### config.mk
export PLATFORM = sky130hd
export DESIGN_NAME = sorted_software_timer_queue_flat
export DESIGN_NICKNAME = d
export VERILOG_FILES = /design/src/hw/rtl/sstq_pkg.sv /design/src/hw/rtl/sstq_if.sv /design/src/hw/rtl/sstq_ram.sv /design/src/hw/rtl/sorted_software_timer_queue.sv /design/src/flat_wrapper.sv
export SDC_FILE = /design/constraint.sdc
export NUM_CORES = 2
export LEC_CHECK = 0
export BUFFER_PORTS_ARGS = -buffer_cell sky130_fd_sc_hd__clkbuf_2
export CAP_MARGIN = 20
export CORE_UTILIZATION = 65
export CTS_CLUSTER_SIZE = 30
export DETAILED_ROUTE_END_ITERATION = 16
export MAX_ROUTING_LAYER = met4
export PLACE_DENSITY = 0.81
export SETUP_SLACK_MARGIN = 0.02
export SLEW_MARGIN = 20
export SYNTH_ARGS = -nofsm -noshare
export SYNTH_HDL_FRONTEND = slang
export SYNTH_SLANG_ARGS = --single-unit
### constraint.sdc
create_clock -name clk -period 18.7 [get_ports clk]
set_input_delay 1.87 -clock clk [delete_from_list [all_inputs] [get_ports clk]]
set_output_delay 1.87 -clock clk [all_outputs]
set_load 0.03 [all_outputs]
### src/hw/rtl/sstq_pkg.sv
// ---------------------------------------------------------------------------
// sstq_pkg: shared types and constants of the sorted timer queue
// Command codes, field widths and default parameter values.
// ---------------------------------------------------------------------------
`default_nettype none
package sstq_pkg;
  localparam int NUM_TIMERS_DEF = 32;
  localparam int TIME_BITS_DEF  = 32;
  localparam int ID_W    = 5;
  localparam int FIELD_W = 32;
  localparam int MPT_W   = 10;
  localparam int US_W    = 52;
  localparam logic [MPT_W-1:0] MPT_RESET = 10'd10;
  // microseconds per millisecond and width of msec_per_tick * 1000
  localparam int US_PER_MS = 1000;
  localparam int FACT_W    = 20;

  typedef enum logic [1:0] {
    CMD_MODIFY = 2'd0,
    CMD_DELETE = 2'd1,
    CMD_QUERY  = 2'd2,
    CMD_TICK   = 2'd3
  } cmd_t;
endpackage
`default_nettype wire

### src/hw/rtl/sstq_if.sv
// ---------------------------------------------------------------------------
// sstq_in_if / sstq_out_if: valid/ready channels of the timer queue
// One word moves when valid and ready are both high.
// ---------------------------------------------------------------------------
`default_nettype none
interface sstq_in_if
  import sstq_pkg::*;
();
  logic               valid;
  logic               ready;
  logic [1:0]         command;
  logic [ID_W-1:0]    timer_id;
  logic [FIELD_W-1:0] expires;
  logic [FIELD_W-1:0] now_ticks;
  modport source (output valid, command, timer_id, expires, now_ticks, input ready);
  modport sink   (input valid, command, timer_id, expires, now_ticks, output ready);
endinterface

interface sstq_out_if
  import sstq_pkg::*;
();
  logic            valid;
  logic            ready;
  logic            kind;
  logic [ID_W-1:0] fired_id;
  logic            was_active;
  logic            is_pending;
  logic            program_valid;
  logic [US_W-1:0] program_us;
  logic            last;
  modport source (output valid, kind, fired_id, was_active, is_pending, program_valid,
                  program_us, last, input ready);
  modport sink   (input valid, kind, fired_id, was_active, is_pending, program_valid,
                  program_us, last, output ready);
endinterface
`default_nettype wire

### src/hw/rtl/sstq_ram.sv
// ---------------------------------------------------------------------------
// sstq_ram: generic single-port-write, single-read RAM
// Registered read.
// ---------------------------------------------------------------------------
`default_nettype none
module sstq_ram #(
  parameter int WIDTH = 8,
  parameter int DEPTH = 32
) (
  input  wire logic                     clk,
  input  wire logic                     we,
  input  wire logic [$clog2(DEPTH)-1:0] waddr,
  input  wire logic [WIDTH-1:0]         wdata,
  input  wire logic [$clog2(DEPTH)-1:0] raddr,
  output logic      [WIDTH-1:0]         rdata
);
  logic [WIDTH-1:0] mem [DEPTH];

  // write port and registered read
  always_ff @(posedge clk) begin
    if (we) mem[waddr] <= wdata;
    rdata <= mem[raddr];
  end
endmodule
`default_nettype wire

### src/hw/rtl/sorted_software_timer_queue.sv
// ---------------------------------------------------------------------------
// sorted_software_timer_queue: timer list ordered by expiry tick
// Linked list of timer slots in RAM; modify, delete, query and tick.
// ---------------------------------------------------------------------------
//  channel | dir | words
//  in_     | in  | command, timer_id, expires, now_ticks
//  out_    | out | kind, fired_id, was_active, is_pending, program_valid,
//          |     | program_us, last
//  cfg_    | in  | msec_per_tick write
// One command at a time. The query result word is registered at acceptance.
// The list walks read one link per cycle from the expiry and link RAMs; the
// delay multiply is one registered 32x20 product.
// Reset is synchronous; the list is empty right after, no clearing pass.
// A stalled result word holds the engine until taken.
`default_nettype none
module sorted_software_timer_queue
  import sstq_pkg::*;
#(
  parameter int NUM_TIMERS = NUM_TIMERS_DEF,
  parameter int TIME_BITS  = TIME_BITS_DEF
) (
  input  wire logic             clk,
  input  wire logic             rst_n,
  input  wire logic             cfg_we,
  input  wire logic [MPT_W-1:0] cfg_wdata,
  sstq_in_if.sink               in_ch,
  sstq_out_if.source            out_ch
);
  localparam int AW = $clog2(NUM_TIMERS);
  localparam int CW = $clog2(NUM_TIMERS + 1);
  localparam int TW = (TIME_BITS < FIELD_W) ? TIME_BITS : FIELD_W;
  localparam int PW = TW + FACT_W;

  typedef enum logic [13:0] {
    S_IDLE   = 14'h0001,
    S_UL0    = 14'h0002, // read link of id
    S_UL1    = 14'h0004,
    S_ULWALK = 14'h0008, // walk for predecessor
    S_INS    = 14'h0010, // start insert walk
    S_INSCHK = 14'h0020,
    S_LINK   = 14'h0040,
    S_LINK2  = 14'h0080,
    S_TKRD   = 14'h0100, // read head expiry
    S_TKCHK  = 14'h0200,
    S_PGRD   = 14'h0400, // read head expiry and link
    S_PGCALC = 14'h0800,
    S_PGMUL  = 14'h1000,
    S_FIN    = 14'h2000
  } state_t;

  state_t state_r;
  logic [FACT_W-1:0] fact_r;
  logic [NUM_TIMERS-1:0] used_r, prog_r;
  logic [AW-1:0] head_r;
  logic [CW-1:0] cnt_r, walk_r;
  logic [TW-1:0] now_r;
  cmd_t          cmd_r;
  logic [AW-1:0] id_r, cur_r, prev_r, nid_r;
  logic          has_prev_r, was_r, pv_r, due_r, clr_r;
  logic [TW-1:0] exp_r;
  logic [TW-1:0] diff_r;
  logic [PW-1:0] prod_r;

  // output word registers
  logic            ov_r, okind_r, owas_r, opend_r, opv_r, olast_r;
  logic [ID_W-1:0] ofid_r;
  logic [US_W-1:0] ous_r;

  // rams
  logic          e_we, n_we;
  logic [AW-1:0] n_wa, n_wd, rd_a, n_rd, nxt_rd;
  logic [TW-1:0] e_rd;

  sstq_ram #(.WIDTH(TW), .DEPTH(NUM_TIMERS)) u_exp (
    .clk(clk), .we(e_we), .waddr(id_r), .wdata(exp_r), .raddr(rd_a), .rdata(e_rd));
  sstq_ram #(.WIDTH(AW), .DEPTH(NUM_TIMERS)) u_nxt (
    .clk(clk), .we(n_we), .waddr(n_wa), .wdata(n_wd), .raddr(rd_a), .rdata(n_rd));

  function automatic logic [AW-1:0] fix(input logic [AW-1:0] x);
    return (32'(x) < NUM_TIMERS) ? x : '0;
  endfunction

  logic          in_fire, out_fire, out_free, ok_in, listed_in;
  logic          ins_stop, pop_now, ov_set;
  logic [CW-1:0] walk_inc;

  assign in_fire   = in_ch.valid && in_ch.ready;
  assign out_fire  = ov_r && out_ch.ready;
  assign out_free  = !ov_r || out_ch.ready;
  assign ok_in     = 32'(in_ch.timer_id) < NUM_TIMERS;
  assign listed_in = ok_in && used_r[AW'(in_ch.timer_id)];
  assign nxt_rd    = fix(n_rd);
  assign walk_inc  = walk_r + 1'b1;
  assign ins_stop  = (exp_r <= e_rd) || (walk_inc == cnt_r);
  assign pop_now   = (cnt_r != '0) && (e_rd <= now_r);

  assign in_ch.ready       = (state_r == S_IDLE) && !ov_r;
  assign out_ch.valid      = ov_r;
  assign out_ch.kind       = okind_r;
  assign out_ch.fired_id   = ofid_r;
  assign out_ch.was_active = owas_r;
  assign out_ch.is_pending = opend_r;
  assign out_ch.program_valid = opv_r;
  assign out_ch.program_us = ous_r;
  assign out_ch.last       = olast_r;

  // ram address and write control
  always_comb begin
    e_we = 1'b0;
    n_we = 1'b0; n_wa = id_r; n_wd = cur_r;
    rd_a = head_r;
    unique case (state_r)
      S_UL0:    rd_a = id_r;
      S_ULWALK: begin
        // predecessor found: bridge it over id, else follow its link
        if (n_rd == id_r) begin
          n_we = 1'b1; n_wa = cur_r; n_wd = nid_r;
        end else begin
          rd_a = nxt_rd;
        end
      end
      S_INS:    e_we = 1'b1;
      S_INSCHK: begin
        if (!ins_stop) rd_a = nxt_rd;
      end
      S_LINK:   n_we = 1'b1;
      S_LINK2:  begin
        n_we = 1'b1; n_wa = prev_r; n_wd = id_r;
      end
      default: ;
    endcase
  end

  // result word valid
  assign ov_set = (state_r == S_IDLE && in_fire && cmd_t'(in_ch.command) == CMD_QUERY) ||
                  (state_r == S_TKCHK && pop_now && out_free) ||
                  (state_r == S_FIN && out_free);

  always_ff @(posedge clk) begin
    if (!rst_n) ov_r <= 1'b0;
    else if (ov_set) ov_r <= 1'b1;
    else if (out_fire) ov_r <= 1'b0;
  end

  always_ff @(posedge clk) begin
    if (!rst_n) begin
      state_r <= S_IDLE; fact_r <= FACT_W'(MPT_RESET) * FACT_W'(US_PER_MS);
      used_r <= '0; prog_r <= '0; head_r <= '0; cnt_r <= '0; now_r <= '0;
    end else begin
      if (cfg_we) fact_r <= FACT_W'(cfg_wdata) * FACT_W'(US_PER_MS);
      unique case (state_r)
        S_IDLE: if (in_fire) begin
          cmd_r <= cmd_t'(in_ch.command);
          id_r  <= ok_in ? AW'(in_ch.timer_id) : '0;
          exp_r <= TW'(in_ch.expires);
          was_r <= listed_in;
          unique case (cmd_t'(in_ch.command))
            CMD_QUERY: begin
              okind_r <= 1'b0; ofid_r <= '0; owas_r <= 1'b0; opv_r <= 1'b0;
              ous_r <= '0; olast_r <= 1'b1; opend_r <= listed_in;
            end
            CMD_TICK: begin now_r <= TW'(in_ch.now_ticks); state_r <= S_TKRD; end
            CMD_MODIFY: begin
              if (listed_in) state_r <= S_UL0;
              else if (ok_in) state_r <= S_INS;
              else state_r <= S_PGRD;
            end
            CMD_DELETE: state_r <= listed_in ? S_UL0 : S_PGRD;
          endcase
        end
        // unlink id_r
        S_UL0: state_r <= S_UL1;
        S_UL1: begin
          nid_r <= n_rd;
          used_r[id_r] <= 1'b0;
          cnt_r <= cnt_r - 1'b1;
          if (head_r == id_r) begin
            head_r <= nxt_rd;
            state_r <= (cmd_r == CMD_MODIFY) ? S_INS : S_PGRD;
          end else begin
            cur_r <= head_r; state_r <= S_ULWALK;
          end
        end
        S_ULWALK: begin
          if (n_rd == id_r) state_r <= (cmd_r == CMD_MODIFY) ? S_INS : S_PGRD;
          else cur_r <= nxt_rd;
        end
        // insert id_r, equal expiry goes ahead
        S_INS: begin
          prog_r[id_r] <= 1'b0;
          cur_r <= head_r; walk_r <= '0; has_prev_r <= 1'b0;
          state_r <= (cnt_r == '0) ? S_LINK : S_INSCHK;
        end
        S_INSCHK: begin
          if (exp_r <= e_rd) begin
            state_r <= S_LINK;
          end else begin
            prev_r <= cur_r; has_prev_r <= 1'b1;
            // past the tail the link of id is never followed
            if (walk_inc == cnt_r) begin
              state_r <= S_LINK;
            end else begin
              cur_r <= nxt_rd; walk_r <= walk_inc;
            end
          end
        end
        S_LINK: begin
          used_r[id_r] <= 1'b1; cnt_r <= cnt_r + 1'b1;
          if (has_prev_r) begin
            state_r <= S_LINK2;
          end else begin
            head_r <= id_r; state_r <= S_PGRD;
          end
        end
        S_LINK2: state_r <= S_PGRD;
        // tick pops
        S_TKRD: state_r <= S_TKCHK;
        S_TKCHK: begin
          if (!pop_now) begin
            state_r <= S_PGRD;
          end else if (out_free) begin
            okind_r <= 1'b1; ofid_r <= ID_W'(head_r); owas_r <= 1'b0; opend_r <= 1'b0;
            opv_r <= 1'b0; ous_r <= '0; olast_r <= 1'b0;
            used_r[head_r] <= 1'b0; cnt_r <= cnt_r - 1'b1; head_r <= nxt_rd;
            state_r <= S_TKRD;
          end
        end
        // program request for the head
        S_PGRD: state_r <= S_PGCALC;
        S_PGCALC: begin
          nid_r <= nxt_rd;
          clr_r <= cnt_r >= CW'(2);
          if (cnt_r == '0 || prog_r[head_r]) begin
            pv_r <= 1'b0; state_r <= S_FIN;
          end else begin
            pv_r <= 1'b1; prog_r[head_r] <= 1'b1;
            due_r <= e_rd <= now_r;
            diff_r <= e_rd - now_r;
            state_r <= S_PGMUL;
          end
        end
        S_PGMUL: begin
          // product fits 52 bits for time of up to 32 bits
          prod_r <= PW'(diff_r) * PW'(fact_r);
          if (clr_r) prog_r[nid_r] <= 1'b0;
          state_r <= S_FIN;
        end
        S_FIN: begin
          if (out_free) begin
            okind_r <= 1'b0; ofid_r <= '0; opend_r <= 1'b0; olast_r <= 1'b1;
            owas_r <= (cmd_r == CMD_TICK) ? 1'b0 : was_r;
            opv_r <= pv_r;
            ous_r <= (pv_r && !due_r) ? US_W'(prod_r) : '0;
            state_r <= S_IDLE;
          end
        end
        default: state_r <= S_IDLE;
      endcase
    end
  end
endmodule
`default_nettype wire

### src/flat_wrapper.sv
// flat-port wrapper written by rule: the top's interface ports become plain ports
module sorted_software_timer_queue_flat import sstq_pkg::*;
#(
  parameter int NUM_TIMERS = NUM_TIMERS_DEF,
  parameter int TIME_BITS  = TIME_BITS_DEF
)
  (clk, rst_n, cfg_we, cfg_wdata, in_ch_valid, in_ch_command, in_ch_timer_id, in_ch_expires, in_ch_now_ticks, in_ch_ready, out_ch_valid, out_ch_kind, out_ch_fired_id, out_ch_was_active, out_ch_is_pending, out_ch_program_valid, out_ch_program_us, out_ch_last, out_ch_ready);
  sstq_in_if in_ch_i ();
  sstq_out_if out_ch_i ();
  input  wire logic clk;
  input  wire logic rst_n;
  input  wire logic cfg_we;
  input  wire logic [MPT_W-1:0] cfg_wdata;
  input wire logic [$bits(in_ch_i.valid)-1:0] in_ch_valid;
  input wire logic [$bits(in_ch_i.command)-1:0] in_ch_command;
  input wire logic [$bits(in_ch_i.timer_id)-1:0] in_ch_timer_id;
  input wire logic [$bits(in_ch_i.expires)-1:0] in_ch_expires;
  input wire logic [$bits(in_ch_i.now_ticks)-1:0] in_ch_now_ticks;
  output wire logic [$bits(in_ch_i.ready)-1:0] in_ch_ready;
  output wire logic [$bits(out_ch_i.valid)-1:0] out_ch_valid;
  output wire logic [$bits(out_ch_i.kind)-1:0] out_ch_kind;
  output wire logic [$bits(out_ch_i.fired_id)-1:0] out_ch_fired_id;
  output wire logic [$bits(out_ch_i.was_active)-1:0] out_ch_was_active;
  output wire logic [$bits(out_ch_i.is_pending)-1:0] out_ch_is_pending;
  output wire logic [$bits(out_ch_i.program_valid)-1:0] out_ch_program_valid;
  output wire logic [$bits(out_ch_i.program_us)-1:0] out_ch_program_us;
  output wire logic [$bits(out_ch_i.last)-1:0] out_ch_last;
  input wire logic [$bits(out_ch_i.ready)-1:0] out_ch_ready;
  assign in_ch_i.valid = in_ch_valid;
  assign in_ch_i.command = in_ch_command;
  assign in_ch_i.timer_id = in_ch_timer_id;
  assign in_ch_i.expires = in_ch_expires;
  assign in_ch_i.now_ticks = in_ch_now_ticks;
  assign in_ch_ready = in_ch_i.ready;
  assign out_ch_valid = out_ch_i.valid;
  assign out_ch_kind = out_ch_i.kind;
  assign out_ch_fired_id = out_ch_i.fired_id;
  assign out_ch_was_active = out_ch_i.was_active;
  assign out_ch_is_pending = out_ch_i.is_pending;
  assign out_ch_program_valid = out_ch_i.program_valid;
  assign out_ch_program_us = out_ch_i.program_us;
  assign out_ch_last = out_ch_i.last;
  assign out_ch_i.ready = out_ch_ready;
  sorted_software_timer_queue #(.NUM_TIMERS(NUM_TIMERS), .TIME_BITS(TIME_BITS)) u_core (.clk(clk), .rst_n(rst_n), .cfg_we(cfg_we), .cfg_wdata(cfg_wdata), .in_ch(in_ch_i), .out_ch(out_ch_i));
endmodule
==> reports/metrics.csv <==
stage;metric;value;unit
global_routing;track_usage;34.7;%
route;viasPerCell;6.49;
sta;hold_viol;0;
logic_synthesis;synth_edf_count;1389;
global_routing;grt.met1_usage;44.2;%
logic_synthesis;synth_warnings;0;
floorplan;die_area;0.129;sq mm
floorplan;rows;130;
logic_synthesis;synthDominantCellAreaShare;50.2;%
global_routing;grt_max_degree;174;
global_routing;grt_most_used_layer;met2;
cells_and_area;synthToLayoutAreaGrowth;9.13;%
floorplan;io-pin-count;150;
logic_synthesis;synth_area_leaders;edfxtp_1 50%, fa_1 12%, nand2_1 4.8%, dfxtp_1 4.2%, ha_1 3.5%;
outcome;status;complete, no violations;
global_routing;grt_overflow;0;
placed_design;routabilityCongestion;0.957;
floorplan;floorplan.initialDensity;65.8;%
flow_run;maxCapViolations;0;
logic_synthesis;synth_cells;6918;
hold_path;hold_path_end;u_core.now_r[12];
route;drt_wl_total;218000;um
global_routing;antenna_found_initial;2;
logic_synthesis;ys_ff_latch;1565;
logic_synthesis;synth_most_common_cell;edfxtp_1;
sta;fin_crit_sh;40.2;%
setup_path;critPathMostFrequentCell;fa_1;
clocking;h-tree-depth;4;
logic_synthesis;syn_area_per_cell;12.0;sq um
global_routing;grt_pass1_wl;330000;um
floorplan;fp.coreArea;0.126;sq mm
clocking;cts_setup_buffers;0;
route;drc;0;
route;antenna_left;0;
global_routing;first_global_vias;56718;
sta;worst_pin_slew;1.18;ns
sta;drv_slew;0;
cells_and_area;fillers;8208;
clocking;postCtsHoldBufs;0;
hold_path;hp-start;u_core.now_r[12];
sta;setup_viol;0;
setup_path;cp-start-kind;register;
route;wl_per_cell;25.0;um
setup_path;crit_arrival;8.06;ns
sta;fin_hold_ws;0.449;ns
setup_path;slowest_delay;0.92;ns
clocking;clockBufferDepth;3;
sta;worst_clock_skew;0.0437;ns
setup_path;end_kind;register;
global_routing;use_met2;53.4;%
sta;max_freq;133;MHz
sta;relSlewSlack;21.3;%
clocking;cts_resized;0;
setup_path;rr_endpoint;u_core.prod_r[51];
placed_design;placed_cells;8427;
sta;fin_ws;11.18;ns
sta;tns;0;ns
clocking;cts_made_buffers;156;
clocking;path_clk_slew;0.06;ns
clocking;cts_sinks;1565;
clocking;cts_tree;built;
cells_and_area;fin_nets;7737;
cells_and_area;drive_above_1_share;10.4;%
logic_synthesis;synth.cell_area;0.0830;sq mm
power;power.leakage;33.7;nW
placed_design;portBuffers;146;
hold_path;hold_path_class;register to register;
placed_design;dp_hpwl;128000;um
hold_path;hold_path_depth;2;
logic_synthesis;ys_top_cells_by_count;1,389 x edfxtp_1, 1,052 x nand2_1, 673 x inv_1, 481 x fa_1;
route;firstDrtPassIters;7;
route;drt-initial-drc-count;7832;
setup_path;worst-path-buf-inv;3;
logic_synthesis;yosysUniqueCellTypes;91;
global_routing;grt_util_met3;7.58;%
logic_synthesis;synth_top_cell_by_area;edfxtp_1;
setup_path;critPathTopFamily;adder cells;
power;vdd_drop_max;0.000393;V
sta;grt_setup_unrepaired;no;
clocking;cts-root-buf;clkbuf_16;
setup_path;ff2ff_setup_slack;11.18;ns
floorplan;die_width;359;um
logic_synthesis;synth-async-reset-ratio;0;%
setup_path;regToRegStartpoint;u_core.diff_r[9];
setup_path;crit_chain;nand2_1 -> fa_1 -> inv_1 -> fa_1 -> fa_1 -> fa_1 -> fa_1 -> inv_1 -> fa_1 -> inv_1 -> ha_1 -> nand2_1 -> nor2_1 -> o2111ai_1 -> nand4_1 -> a41oi_1 -> o31ai_1 -> o21ai_0 -> or3_1 -> a31o_2 -> xnor2_1;
setup_path;r2r_cells;21;
setup_path;cp_max_fo;17;
cells_and_area;finalNonFillerCells;8723;
logic_synthesis;yosysSeqAreaShare;54.5;%
placed_design;place_ws;11.27;ns
route;vias;56594;
floorplan;die_h;359;um
setup_path;critPathKind;register to register;
sta;fin_crit;7.52;ns
logic_synthesis;synth_ff_type;edfxtp_1;
setup_path;required;19.24;ns
power;power.density;188;mW/mm^2
clocking;insertion_delay;0.81;ns
setup_path;critPathSlowestCell;edfxtp_1;
cell usage in the layout (no fill, tap or decap), types with 158 or more instances in the layout:
cell | netlist | layout
clkbuf_16 | 0 | 158
nand2_1 | 1052 | 1051
ha_1 | 233 | 233
fa_1 | 481 | 481
edfxtp_1 | 1389 | 1389
inv_1 | 673 | 672
nor2_1 | 278 | 244
dfxtp_1 | 176 | 176
a31oi_1 | 224 | 224
a21oi_1 | 200 | 199
and2_1 | 278 | 275
and3_1 | 163 | 162
flip-flops by register name (all words and copies together) (netlist names), 14 cells and up:
signal and cells:
u_core.u_exp.mem 1024, u_core.u_nxt.mem 160, u_core.out_ch.program_us 49, u_core.prod_r 49
u_core.diff_r 32, u_core.exp_r 32, u_core.now_r 32, u_core.prog_r 32
u_core.u_exp.rdata 32, u_core.used_r 32, u_core.fact_r 17, u_core.state_r 14
power breakdown:
part           switching (mW)  internal (mW)  total, mW
clock network            1.39           1.76       3.15
registers              0.0371           4.37       4.41
logic                    5.45           4.06       9.51
total                    6.88           10.2       17.1
how the worst max path moves through the flow:
stage | start | endpoint | cells past startpoint
2_1_floorplan | in_ch_valid | u_core.out_ch.fired_id[0] | 3
3_3_place_gp | u_core.fact_r[13] | u_core.prod_r[51] | 22
3_5_place_dp | u_core.fact_r[13] | u_core.prod_r[51] | 22
4_1_cts | u_core.fact_r[13] | u_core.prod_r[51] | 22
5_1_grt | u_core.fact_r[11] | u_core.prod_r[45] | 24
6_report | u_core.diff_r[9] | u_core.prod_r[51] | 21
tightest hold or removal path: stages (launching register included):
cell and delay [ns]:
dfxtp_1 0.31, nand2_1 0.05, a21oi_1 0.05
through the flow:
step           utilization, %  power, mW  instance area [sq um]
2_1_floorplan               -       11.9                  83100
3_3_place_gp             67.6       13.6                  85400
3_5_place_dp             67.6       13.9                  85400
4_1_cts                  71.8       17.0                  90600
5_1_grt                  71.8       18.6                  90600
6_report                 71.8       17.1                  90600
final cells by class:
| class | instances | area [sq um] | area share (%) |
|---|---|---|---|
| inverter | 675 | 2530 | 2.80 |
| clock buffer | 206 | 4300 | 4.75 |
| tap | 1650 | 2060 | 2.28 |
| timing repair buffer | 274 | 1730 | 1.91 |
| sequential | 1565 | 45200 | 49.9 |
| antenna | 1 | 2.50 | 0.00276 |
| clock inverter | 87 | 912 | 1.01 |
| multi-input combinational | 4265 | 33900 | 37.4 |
kinds of logic after synthesis:
logic type | synth area share, %
simple gates | 12.2
flops | 54.5
compound gates | 8.77
buf+inv | 5.27
fa+ha+maj | 15.1
mux | 3.02
xor+xnor | 1.18
other cells | 0.00452
metal layers:
layer / part of all wire [%] / up-vias
met5: 0 / -
met4: 5.1 / 0
met3: 13 / 815
met2: 47 / 3861
met1: 36 / 27625
li1: - / 24293
Power figures use the tool's default switching activity.
